## src/rtl/pas_pkg.sv

```systemverilog
`timescale 1ns / 1ps
// ----------------------------------------------------------------------------
// pas_pkg: shared types and constants of the priority aging scheduler
// slot count, priority range, command codes and the slot table entry
// ----------------------------------------------------------------------------
package pas_pkg;

  localparam int TASK_SLOTS = 16;
  localparam int SLOT_W     = $clog2(TASK_SLOTS);

  typedef logic signed [5:0] prio_t;

  localparam prio_t PRIO_MIN  = -6'sd20;
  localparam prio_t PRIO_MAX  = 6'sd20;
  localparam prio_t STEP_RST  = -6'sd1;

  typedef enum logic [1:0] {
    CMD_SET    = 2'd0,
    CMD_REMOVE = 2'd1,
    CMD_SCHED  = 2'd2,
    CMD_QUERY  = 2'd3
  } cmd_t;

  // one slot table word
  typedef struct packed {
    prio_t sta;
    prio_t dyn;
  } entry_t;

endpackage

```

## src/rtl/priority_aging_scheduler.sv

```systemverilog
`timescale 1ns / 1ps
// ----------------------------------------------------------------------------
// priority_aging_scheduler: slot table scheduler with priority aging
// set / remove / query address one slot, schedule scans every slot
// ----------------------------------------------------------------------------
// sequence: set goes from ST_IDLE to ST_PUT; remove and query pass ST_LOOK
// before ST_PUT; schedule runs ST_SCAN over every slot, then ST_FIX, ST_PUT
// throughput: one command at a time, in_ready is low until ST_PUT hands the
// result to a free output register; the scan reads one table word per cycle
// reset: ready flags and written flags clear at once, aging_step = -1; no
// clearing pass, a never-written slot reads as zero priorities
// ----------------------------------------------------------------------------
module priority_aging_scheduler (
  input  logic              clk,
  input  logic              rst_n,
  // command beats
  input  logic              in_valid,
  output logic              in_ready,
  input  logic [1:0]        in_cmd,
  input  logic [3:0]        in_task_slot,
  input  logic signed [7:0] in_new_priority,
  // result beats
  output logic              out_valid,
  input  logic              out_ready,
  output logic              out_found,
  output logic [3:0]        out_chosen_slot,
  output logic signed [5:0] out_static_priority,
  output logic signed [5:0] out_dynamic_priority,
  // aging step register
  input  logic              cfg_valid,
  output logic              cfg_ready,
  input  logic signed [5:0] cfg_data
);

  localparam int SW = pas_pkg::SLOT_W;
  localparam logic [SW-1:0] LAST_SLOT = SW'(pas_pkg::TASK_SLOTS - 1);

  typedef enum logic [2:0] {
    ST_IDLE,
    ST_LOOK,
    ST_SCAN,
    ST_FIX,
    ST_PUT
  } state_t;

  // clamp to the priority range
  function automatic pas_pkg::prio_t clamp_prio(input logic signed [7:0] v);
    pas_pkg::prio_t r;
    if (v < 8'(pas_pkg::PRIO_MIN)) begin
      r = pas_pkg::PRIO_MIN;
    end else if (v > 8'(pas_pkg::PRIO_MAX)) begin
      r = pas_pkg::PRIO_MAX;
    end else begin
      r = v[5:0];
    end
    return r;
  endfunction

  // table index from the four-bit slot field
  function automatic logic [SW-1:0] slot_idx(input logic [3:0] s);
    logic [SW+3:0] w;
    w = {{SW{1'b0}}, s};
    return w[SW-1:0];
  endfunction

  // four-bit slot field from a table index
  function automatic logic [3:0] slot_field(input logic [SW-1:0] i);
    logic [SW+3:0] w;
    w = {4'd0, i};
    return w[3:0];
  endfunction

  state_t                  state_r;
  logic [pas_pkg::TASK_SLOTS-1:0] ready_r;
  logic [pas_pkg::TASK_SLOTS-1:0] written_r;   // slot table word holds data
  pas_pkg::prio_t          step_r;

  // slot table memory, one read port with registered data, one write port
  pas_pkg::entry_t         mem [pas_pkg::TASK_SLOTS];
  pas_pkg::entry_t         rdata_r;
  logic [SW-1:0]           rd_idx_r;           // index behind rdata_r
  logic [SW-1:0]           rd_addr;
  logic                    mem_we;
  logic [SW-1:0]           mem_waddr;
  pas_pkg::entry_t         mem_wdata;

  // command in flight
  logic                    slot_ok_r;
  logic                    any_r;
  logic [SW-1:0]           best_r;
  pas_pkg::prio_t          best_dyn_r;
  pas_pkg::prio_t          best_sta_r;

  // finished result, waiting for the output register
  logic                    res_found_r;
  logic [3:0]              res_slot_r;
  pas_pkg::prio_t          res_sta_r;
  pas_pkg::prio_t          res_dyn_r;

  logic                    out_valid_r;
  logic                    out_found_r;
  logic [3:0]              out_slot_r;
  pas_pkg::prio_t          out_sta_r;
  pas_pkg::prio_t          out_dyn_r;

  logic                    in_fire;
  logic                    slot_ok;
  logic [SW-1:0]           in_idx;
  pas_pkg::prio_t          set_prio;
  pas_pkg::prio_t          aged_dyn;

  assign in_ready  = (state_r == ST_IDLE);
  assign in_fire   = in_valid && in_ready;
  assign cfg_ready = 1'b1;

  // slots at or beyond the table size are ignored by set, remove and query
  assign slot_ok   = {28'd0, in_task_slot} < 32'(pas_pkg::TASK_SLOTS);
  assign in_idx    = slot_idx(in_task_slot);
  assign set_prio  = clamp_prio(in_new_priority);

  // aging of the word under scan, saturating at both ends
  assign aged_dyn  = clamp_prio({{2{rdata_r.dyn[5]}}, rdata_r.dyn}
                              + {{2{step_r[5]}}, step_r});

  // memory address and write control
  always_comb begin
    rd_addr   = rd_idx_r;
    mem_we    = 1'b0;
    mem_waddr = rd_idx_r;
    mem_wdata = rdata_r;
    case (state_r)
      ST_IDLE: begin
        // schedule starts its scan at slot zero
        rd_addr = (in_cmd == pas_pkg::CMD_SCHED) ? '0 : in_idx;
        if (in_fire && (in_cmd == pas_pkg::CMD_SET) && slot_ok) begin
          mem_we    = 1'b1;
          mem_waddr = in_idx;
          mem_wdata = '{sta: set_prio, dyn: set_prio};
        end
      end
      ST_SCAN: begin
        // read slot i+1 while slot i is aged and written back
        rd_addr = rd_idx_r + SW'(1);
        if (ready_r[rd_idx_r]) begin
          mem_we    = 1'b1;
          mem_waddr = rd_idx_r;
          mem_wdata = '{sta: rdata_r.sta, dyn: aged_dyn};
        end
      end
      ST_FIX: begin
        // picked slot drops back to its static priority
        if (any_r) begin
          mem_we    = 1'b1;
          mem_waddr = best_r;
          mem_wdata = '{sta: best_sta_r, dyn: best_sta_r};
        end
      end
      default: begin
        rd_addr = rd_idx_r;
      end
    endcase
  end

  always_ff @(posedge clk) begin
    if (mem_we) begin
      mem[mem_waddr] <= mem_wdata;
    end
    rdata_r  <= mem[rd_addr];
    rd_idx_r <= rd_addr;
  end

  // control state and registered outputs
  always_ff @(posedge clk) begin
    if (!rst_n) begin
      state_r     <= ST_IDLE;
      ready_r     <= '0;
      written_r   <= '0;
      step_r      <= pas_pkg::STEP_RST;
      any_r       <= 1'b0;
      out_valid_r <= 1'b0;
    end else begin
      if (cfg_valid && cfg_ready) begin
        step_r <= cfg_data;
      end
      // a result handed over in ST_PUT refills the output register instead
      if (out_valid_r && out_ready && (state_r != ST_PUT)) begin
        out_valid_r <= 1'b0;
      end

      case (state_r)
        ST_IDLE: begin
          if (in_fire) begin
            slot_ok_r   <= slot_ok;
            res_found_r <= (in_cmd == pas_pkg::CMD_QUERY) && slot_ok && ready_r[in_idx];
            res_slot_r  <= in_task_slot;
            res_sta_r   <= ((in_cmd == pas_pkg::CMD_SET) && slot_ok) ? set_prio : '0;
            res_dyn_r   <= ((in_cmd == pas_pkg::CMD_SET) && slot_ok) ? set_prio : '0;
            any_r       <= 1'b0;
            case (in_cmd)
              pas_pkg::CMD_SET: begin
                if (slot_ok) begin
                  ready_r[in_idx]   <= 1'b1;
                  written_r[in_idx] <= 1'b1;
                end
                state_r <= ST_PUT;
              end
              pas_pkg::CMD_REMOVE: begin
                if (slot_ok) begin
                  ready_r[in_idx] <= 1'b0;
                end
                state_r <= ST_LOOK;
              end
              pas_pkg::CMD_QUERY: begin
                state_r <= ST_LOOK;
              end
              default: begin
                // schedule
                state_r <= ST_SCAN;
              end
            endcase
          end
        end

        ST_LOOK: begin
          // stored priorities of the addressed slot
          if (slot_ok_r && written_r[rd_idx_r]) begin
            res_sta_r <= rdata_r.sta;
            res_dyn_r <= rdata_r.dyn;
          end
          state_r <= ST_PUT;
        end

        ST_SCAN: begin
          // lowest dynamic priority wins, a later slot wins a tie
          if (ready_r[rd_idx_r]) begin
            any_r <= 1'b1;
            if (!any_r || (rdata_r.dyn <= best_dyn_r)) begin
              best_r     <= rd_idx_r;
              best_dyn_r <= rdata_r.dyn;
              best_sta_r <= rdata_r.sta;
            end
          end
          if (rd_idx_r == LAST_SLOT) begin
            state_r <= ST_FIX;
          end
        end

        ST_FIX: begin
          if (any_r) begin
            res_found_r <= 1'b1;
            res_slot_r  <= slot_field(best_r);
            res_sta_r   <= best_sta_r;
            res_dyn_r   <= best_sta_r;
          end else begin
            res_slot_r  <= '0;
          end
          state_r <= ST_PUT;
        end

        ST_PUT: begin
          // hand the result over once the output register is free
          if (!out_valid_r || out_ready) begin
            out_valid_r <= 1'b1;
            out_found_r <= res_found_r;
            out_slot_r  <= res_slot_r;
            out_sta_r   <= res_sta_r;
            out_dyn_r   <= res_dyn_r;
            state_r     <= ST_IDLE;
          end
        end

        default: begin
          state_r <= ST_IDLE;
        end
      endcase
    end
  end

  assign out_valid            = out_valid_r;
  assign out_found            = out_found_r;
  assign out_chosen_slot      = out_slot_r;
  assign out_static_priority  = out_sta_r;
  assign out_dynamic_priority = out_dyn_r;

endmodule
```

## config.mk

```make
export PLATFORM = sky130hd
export DESIGN_NAME = priority_aging_scheduler
export DESIGN_NICKNAME = d
export VERILOG_FILES = /design/src/rtl/pas_pkg.sv /design/src/rtl/priority_aging_scheduler.sv
export SDC_FILE = /design/constraint.sdc
export NUM_CORES = 1
export LEC_CHECK = 0
export ABC_AREA = 1
export BUFFER_PORTS_ARGS = -buffer_cell sky130_fd_sc_hd__buf_2
export CAP_MARGIN = 20
export CORE_MARGIN = 2
export CORE_UTILIZATION = 45
export CTS_CLUSTER_SIZE = 14
export DETAILED_ROUTE_END_ITERATION = 6
export GPL_ROUTABILITY_DRIVEN = 0
export SLEW_MARGIN = 20
export SYNTH_ARGS = -nofsm -noshare
export SYNTH_HDL_FRONTEND = slang
export SYNTH_SLANG_ARGS = --single-unit
export TNS_END_PERCENT = 20
```

## constraint.sdc

```tcl
create_clock -name clk -period 6.4 [get_ports clk]
set_input_delay 0.32 -clock clk [delete_from_list [all_inputs] [get_ports clk]]
set_output_delay 0.32 -clock clk [all_outputs]
set_load 0.01 [all_outputs]
```

# After elaboration in Yosys (flattened, before gate mapping)
# Memory sizes are Yosys's and may differ from the RTL's. A register that Yosys moved wholly into a read port is not among the register bits.
# Index checks and enable logic that the tools add are counted.
totals:
  input_bits: 25
  n_memories: 1
  wordCells: 127
  reg_bits: 97
  output_inout_bits: 20
  ramBits: 192
mem_list:
  columns: ["memory", "words", "word_bits", "rd", "rd_clocked_by_memory_dff", "write_ports", "line_no", "text"]
  rows:
  - ["mem", 16, 12, 1, 1, 1, "priority_aging_scheduler.sv:79", "pas_pkg::entry_t mem [pas_pkg::TASK_SLOTS];"]
op_classes:
  eq_ne: 15
  bitwise: 4
  n_addsub: 2
  n_mux: 52
  n_reduce_logical: 27
  order_cmp: 8
ops:
  columns: ["cell", "n"]
  rows:
  - ["two-way mux 6 bit", 10]
  - ["one-hot mux 12 bit (3 select lines)", 1]
  - ["one-hot mux 6 bit (3 select lines)", 2]
  - ["bitwise OR 16 bit", 2]
  - ["one-hot mux 16 bit (2 select lines)", 1]
  - ["two-way mux 12 bit", 2]
  - ["one-hot mux 4 bit (2 select lines)", 3]
  - ["two-way mux 4 bit", 5]
  - ["AND reduction 3 bit", 6]
  - ["bitwise AND 16 bit", 1]
  - ["two-way mux 1 bit", 16]
  - ["NOT 16 bit", 1]
  - ["binary-select mux 1 bit (select 4 bit)", 3]
  - ["one-hot mux 3 bit (4 select lines)", 1]
  - ["< comparator 4 x 5 -> 1 bit, second input constant", 2]
  - ["!= test 2 bit, second input constant", 5]
  - ["two-way mux 3 bit", 3]
  - ["greater-than comparator 8 x 6 -> 1 bit, second input constant", 1]
  - ["< comparator 8 x 6 -> 1 bit, second input constant", 1]
  - ["AND reduction 4 bit", 2]
  - ["adder 6 x 6 -> 7 bit", 1]
  - ["greater-than comparator 7 x 6 -> 1 bit, second input constant", 1]
  - ["< comparator 7 x 6 -> 1 bit, second input constant", 1]
  - ["== test 3 x 2 -> 1 bit, second input constant", 2]
  - ["23 further kinds", 35]

# Depth between registers and ports, before layout
# Gate-level depths: netlist (run 1).
logic_depth:
  depth_word: 7
  depth_mapped: 14
  ltp_nobuf: 14

# Least setup slack after synthesis (run 1)
# Ideal clock, no wire load.
synth_path:
  kind: "reg2reg"
  from: "reg state_r[0]"
  to: "mem mem[13][0] (netlist name), enable pin"
  required_time_ns: 6.001
  synth_period_minus_slack_ns: 2.737
  n_path_buf: 0
  setup_time_ns: 0.399
  path_slack_ns: 3.663
  stages_incl_launch_ff: 12
  arrival_time_ns: 2.338
  path_cell_list: "dfxtp_1 -> inv_1 -> nor2_2 -> inv_2 -> nor2_4 -> nand2_2 -> clkinv_2 -> nand2_1 -> o211ai_2 -> inv_1 -> nor2_2 -> nor3b_1"
synth_via:
  elab_chain_cells: 7
  word_cells_on_any_way: 11
  classes_between: "eq/ne (2); mux (6); reduce/logical (3)"
synth_lines:
  columns: ["item", "line_no", "text"]
  rows:
  - ["from (decl)", "priority_aging_scheduler.sv:73", "state_t state_r;"]
  - ["from (signal assigned)", "priority_aging_scheduler.sv:175", "state_r <= ST_IDLE;"]
  - ["from (signal assigned)", "priority_aging_scheduler.sv:205", "state_r <= ST_PUT;"]
  - ["from (signal assigned)", "priority_aging_scheduler.sv:211", "state_r <= ST_LOOK;"]
  - ["logical NOT 3 bit", "priority_aging_scheduler.sv:112, priority_aging_scheduler.sv:131", null]
  - ["logical AND 1 bit", "priority_aging_scheduler.sv:113", "assign in_fire = in_valid && in_ready;"]
  - ["logical AND 1 bit", "priority_aging_scheduler.sv:135", "if (in_fire && (in_cmd == pas_pkg::CMD_SET) && slot_ok) begin"]
  - ["two-way mux 1 bit", "priority_aging_scheduler.sv:135", null]
  - ["one-hot mux 1 bit (3 select lines)", "priority_aging_scheduler.sv:131", "case (state_r)"]
  - ["two-way mux 1 bit", "priority_aging_scheduler.sv:165", "if (mem_we) begin"]
  - ["two-way mux 1 bit (not written as such)", "priority_aging_scheduler.sv:166", "mem[mem_waddr] <= mem_wdata;"]
  - ["to (decl)", "priority_aging_scheduler.sv:79", null]
# Several ways; a longest one is shown, not always the timed one.

# Worst setup path after layout (run 1)
layout_path:
  from: "reg rd_idx_r[0]"
  to: "reg rdata_r[9] (netlist name)"
layout_via:
  elab_chain_cells: 2
layout_lines:
  columns: ["item", "line_no", "text"]
  rows:
  - ["from (decl)", "priority_aging_scheduler.sv:81", "logic [SW-1:0] rd_idx_r;"]
  - ["from (signal assigned)", "priority_aging_scheduler.sv:169", "rd_idx_r <= rd_addr;"]
  - ["adder 4 x 1 -> 4 bit", "priority_aging_scheduler.sv:143", "rd_addr = rd_idx_r + SW'(1);"]
  - ["one-hot mux 4 bit (2 select lines) *", "priority_aging_scheduler.sv:131", null]
# Every way passes the cells marked *; elsewhere a longest branch is shown, timed or not.
# A chain may end at the register's enable or synchronous reset.

==> flow_summary.ini, run 1 <==
[run_status]
status = finished clean

[worst_setup_path]
worst-setup-path-type = flip-flop to flip-flop
path_max_fanout = 46
crit_path_start_kind = flip-flop
slowest_delay_ns = 0.91
crit_path_start = rd_idx_r[0]
cpLargestDelayFamily = buffers and inverters
end_kind = flip-flop
crit_top_cell = nand2_1
r2r-start = rd_idx_r[0]
slowest_stage = dfxtp_1
cp_data_arrival_time_ns = 4.19
required_ns = 6.87
crit_buf_inv = 3
path_cells = inv_1 > nand2_1 > nand2_2 > inv_2 > buf_4 > nand2_1 > nand3_1 > nand3_1 > nand2_1 > nand2_1 > nand2_1

[final_layout]
n_fill_cell = 2717
nets = 1450
syn2layout_area_growth_pct = 12.5
layout_commonest_cell = nand2_1
layout_common_cells = nand2_1 (389), edfxtp_1 (242), nand3_1 (217)
drive_gt1_frac = 0.109
n_antenna_cell = 0

[timing]
final_max_slew_viol_count = 0
max_slew_margin = 0.287
finalHoldViolCount = 0
fmax_mhz = 268
fin_skew_ns = 0.0101
period_needed_ns = 3.73
rsz0062_at_grt = false
holdWs_ns = 0.0150
final-setup-viol-count = 0
layout_worst_path_cycle_share = 0.582
worst_pin_slew_ns = 1.07
tns_ns = 0

[synth]
synth_top_area_share = 0.540
synthArstFlopShare = 0
ys_ff_latch = 301
synth_edf_count = 242
ys_warn_count = 0
synth_top_flop_cell = edfxtp_1
synth-seq-area-share = 0.627
syn_inst = 1369
avgSynthCellArea_um2 = 9.84
yosys.area.top_type = edfxtp_1
synthDistinctLibCells = 48
syn_nets = 1408
ys_top_cells_by_area = edfxtp_1 (54%), nand2_1 (11%), dfxtp_1 (8.8%)
syn_area_um2 = 13500

[route]
first_iter_violations = 794
route.detailed.drc = 0
drt_pass1_iterations = 5
via_count = 9936
wl_um = 34200
avgRoutedWirePerCell_um = 18.7
vias_per_cell = 5.44
antenna_left = 0

[clock_network]
clock_tree.buffer_depth = 3
cts_sinks = 301
tritoncts = built
cts_buffers = 34
root_buffer = clkbuf_16
htree_levels = 2
path_clk_slew_ns = 0.06
clk_latency_ns = 0.52

[die]
num_io_pins = 45
die_area_um2 = 31300
die_h_um = 177
initial_core_util = 0.455
core_area_um2 = 29600
num_rows = 63
die_w_um = 177

[power]
totalPowerFinal_mw = 8.31
vdd_ir_drop_max_mv = 0.282
p_per_area_nw_per_um2 = 548
power.leakage_nw = 5.95

[global_routing]
first_global_vias = 9584
antenna_found_initial = 0
grtUsageTotal = 0.222
grt_max_degree = 51
gr-total-overflow = 0
grt_pass1_wl_um = 53700

[job]
drv_cap = 0

[hold_path]
min_from = cfg_data[3]
hp-class = input pin to flip-flop

[placed_design]
dp_hpwl_um = 21600
io_buffers = 43
-- final timing paths --
check	to	slack [ns]	cells past startpoint
min	step_r[3]	0.02	3
min reg2reg	out_dynamic_priority[0]	0.42	0
max reg2reg	rdata_r[9]	2.67	11
max	rdata_r[9]	2.67	11
-- synth_stat cells (3+ instances only) --
master	n
buf_6	4
inv_2	9
o31ai_1	3
o211ai_2	4
a21oi_1	65
nand3_1	217
a211oi_1	3
nand2_2	5
buf_4	10
nor3_1	9
a22oi_1	4
ha_1	13
a31oi_1	3
nor2_2	5
o211ai_1	16
dfxtp_1	59
nand2_1	389
nor2_1	46
edfxtp_1	242
nor2_4	5
clkbuf_1	14
inv_1	126
nand4_1	6
buf_2	25
o21ai_0	58
-- logic make-up (layout without fill, tap and decap cells) --
family,after synthesis,after routing,share of synthesized area
buffers and inverters,192,260,0.0610
adder cells (fa/ha/maj),14,14,0.0136
AO/OA/AOI/OAI,171,171,0.0751
AND/OR/NAND/NOR,689,689,0.222
flip-flops,301,301,0.627
other,1,1,0.000279
XOR/XNOR,1,1,0.000651
-- layer usage --
metal	part of all wire	track usage
met1	0.44	0.310
met2	0.45	0.351
met3	0.072	0.0376
met4	0.033	0.0799
met5	0	0
-- what timing repair did --
item / CTS / global route
hold endpoints to repair: 1 / 0
hold buffers: 1 / 0
gates resized for setup: 0 / 0
setup buffers: 0 / 0
-- stage by stage --
stage	cells	area, um^2	setup slack [ns]	util
5_1_grt	1827	15200	2.30	0.513
4_1_cts	1827	15100	2.70	0.512
2_1_floorplan	1369	13500	3.66	-
6_report	1827	15200	2.67	0.513
3_5_place_dp	1764	14000	2.71	0.474
3_3_place_gp	1764	14000	2.81	0.474
-- layout make-up --
| type | instances | area [um^2] | share of cell area |
|---|---|---|---|
| inverter | 137 | 515 | 0.0340 |
| tap | 390 | 488 | 0.0322 |
| timing repair buffer | 61 | 353 | 0.0233 |
| clock buffer | 47 | 940 | 0.0620 |
| sequential | 301 | 8450 | 0.558 |
| multi-input combinational | 876 | 4240 | 0.280 |
| clock inverter | 15 | 170 | 0.0112 |
-- state kept, by name, summed over array words and instances, names as in the netlist, 6 cells and up, named ones only --
name                  count
best_dyn_r                6
res_dyn_r                 6
out_dynamic_priority      6
res_sta_r                 6
best_sta_r                6
out_static_priority       6
step_r                    6
mem                     192
rdata_r                  12
written_r                16
-- report_power, final --
| part | switching (mW) | internal (mW) |
|---|---|---|
| clock network | 0.793 | 1.13 |
| registers | 0.187 | 2.72 |
| logic | 2.55 | 0.938 |
| total | 3.53 | 4.78 |
-- worst reg2reg max path: stages, from the launching register on --
cell,delay (ns)
dfxtp_1,0.91
inv_1,0.38
nand2_1,0.47
nand2_2,0.12
inv_2,0.57
buf_4,0.57
nand2_1,0.14
nand3_1,0.09
nand3_1,0.11
nand2_1,0.16
nand2_1,0.10
nand2_1,0.07
(Power assumes the default switching activity.)
==> run 2: changes to the inputs <==
==> constraint.sdc (replaced) <==
create_clock -name clk -period 3.5 [get_ports clk]
set_input_delay 0.175 -clock clk [delete_from_list [all_inputs] [get_ports clk]]
set_output_delay 0.175 -clock clk [all_outputs]
set_load 0.01 [all_outputs]
==> run 2 against run 1 <==
Wire length fell by 5.0%. Flip-flop and latch count did not move. Clock-buffer cell count rose by 1. Largest cell class unchanged. Highest routed layer unchanged. Core utilization rose by 0.52 points. Non-clock buffer count rose by 32. Power rose by 80%. Setup slack got worse by 2.2 ns. Clock skew rose by 0.0017 ns. Clock power rose by 66%. Sequential share of layout area fell by 0.56 points. Global-route usage fell by 1.2 points.
==> flow_summary.ini, run 2 (synthesis results as in run 1) <==
[global_routing]
first_global_vias = 9232
antenna_found_initial = 0
gr-total-overflow = 0
grt_max_degree = 60
grtUsageTotal = 0.211
grt_pass1_wl_um = 51300

[worst_setup_path]
slowest_stage = dfxtp_1
crit_path_start = rd_idx_r[0]
cp_data_arrival_time_ns = 3.19
required_ns = 3.70
path_max_fanout = 15
crit_cells = 12
crit_buf_inv = 2
end_kind = flip-flop
ff2ff_setup_slack_ns = 0.52
rr_worst_depth = 12
path_cells = buf_4 > a21oi_1 > o21ai_0 > nand3_1 > nand3_1 > nand2_2 > nand2_1 > nand2_1 > nand2_1 > nor2_1 > nand2_1 > inv_1
slowest_delay_ns = 0.45
worst-setup-path-type = flip-flop to flip-flop
crit_path_start_kind = flip-flop
crit_top_cell = nand2_1
r2r-start = rd_idx_r[0]
cpLargestDelayFamily = simple AND/OR/NAND/NOR gates

[clock_network]
cts_hold_buf = 22
cts_buffers = 31
tritoncts = built
root_buffer = clkbuf_16
path_clk_slew_ns = 0.06
cts-resized-gates = 0
postCtsSetupRepairBufs = 0
htree_levels = 1
cts_sinks = 301
clk_latency_ns = 0.57
clock_tree.buffer_depth = 3

[die]
die_h_um = 177
num_rows = 63
die_area_um2 = 31300
initial_core_util = 0.455
core_area_um2 = 29600
num_io_pins = 45
die_w_um = 177

[timing]
rsz0062_at_grt = false
max_slew_margin = 0.419
final-setup-viol-count = 0
period_needed_ns = 2.98
finalHoldViolCount = 0
layout_setup_ws_ns = 0.519
layout_worst_path_cycle_share = 0.852
worst_pin_slew_ns = 0.871
final_max_slew_viol_count = 0
fin_skew_ns = 0.0117
tns_ns = 0
fmax_mhz = 335

[placed_design]
preCtsSetupSlack_ns = 0.559
dp_hpwl_um = 21700
placed_cells = 1775
io_buffers = 43

[final_layout]
top_register = mem
n_antenna_cell = 0
drive_gt1_frac = 0.109
syn2layout_area_growth_pct = 13.7
largest_reg_flops = 192
reg_top3 = mem (192), written_r (16), rdata_r (12)
nets = 1479
layout_common_cells = nand2_1 (389), edfxtp_1 (242), nand3_1 (217)
layout_commonest_cell = nand2_1
final-instance-count-excl-fill = 1855
n_fill_cell = 2696

[job]
drv_cap = 0

[route]
first_iter_violations = 1036
avgRoutedWirePerCell_um = 17.5
via_count = 9918
wl_um = 32500
route.detailed.drc = 0
vias_per_cell = 5.35
antenna_left = 0
drt_pass1_iterations = 5

[run_status]
status = finished clean

[hold_path]
whs_path_depth = 3
hp-class = input pin to flip-flop
min_from = in_cmd[1]

[power]
vdd_ir_drop_max_mv = 0.696
p_per_area_nw_per_um2 = 977
totalPowerFinal_mw = 15.0
power.leakage_nw = 6.01
run 2: cell types whose count changed in the layout (fill, tap and decap cells not counted), sizes merged:
cell,before,now
dlygate4sd3,1,22
buf,60,71
clkinv,13,8
clkinvlp,0,2
bufinv,2,1
clkbuf,47,48
inv,137,136
run 2: final timing paths:
check,to
setup / recovery,mem[1][11]
hold / removal,flip-flop
setup reg to reg,mem[1][11]
hold reg to reg,out_dynamic_priority[5]
run 2: where the power goes:
part | total [mW] | switching [mW] | internal [mW]
Sequential | 5.21 | 0.260 | 4.95
Clock | 3.18 | 1.34 | 1.84
Combinational | 6.57 | 4.75 | 1.81
Total | 15.0 | 6.35 | 8.61
run 2: routing by layer:
| metal | vias up | wire, um | track usage | part of all wire |
|---|---|---|---|---|
| met5 | - | 0 | 0 | 0 |
| met4 | 0 | 1010 | 0.0623 | 0.031 |
| met3 | 62 | 1870 | 0.0249 | 0.058 |
| met2 | 332 | 14500 | 0.327 | 0.44 |
| met1 | 4703 | 15200 | 0.312 | 0.47 |
| li1 | 4821 | - | - | - |
run 2: stage by stage:
step | area (um^2) | utilization | hold slack [ns]
after floorplan | 13500 | - | 0.284
after global placement | 14100 | 0.477 | 0.385
after detailed placement | 14100 | 0.477 | 0.396
after CTS | 15300 | 0.518 | 0.0140
after global routing | 15300 | 0.518 | 0.0533
final | 15300 | 0.518 | 0.0451
run 2: worst reg2reg max path: cells and delay by family, from the launching register on:
kind                   cells  cell delay (ns)
AND/OR/NAND/NOR            8             1.27
buffers and inverters      2             0.64
flip-flops                 1             0.45
AO/OA/AOI/OAI              2             0.25
run 2: final cells by class:
| class | count | area [um^2] | area share |
|---|---|---|---|
| timing repair buffer | 93 | 646 | 0.0422 |
| inverter | 137 | 515 | 0.0337 |
| clock buffer | 48 | 900 | 0.0588 |
| clock inverter | 10 | 95.1 | 0.00621 |
| multi-input combinational | 876 | 4220 | 0.275 |
| tap | 390 | 488 | 0.0319 |
| sequential | 301 | 8450 | 0.552 |
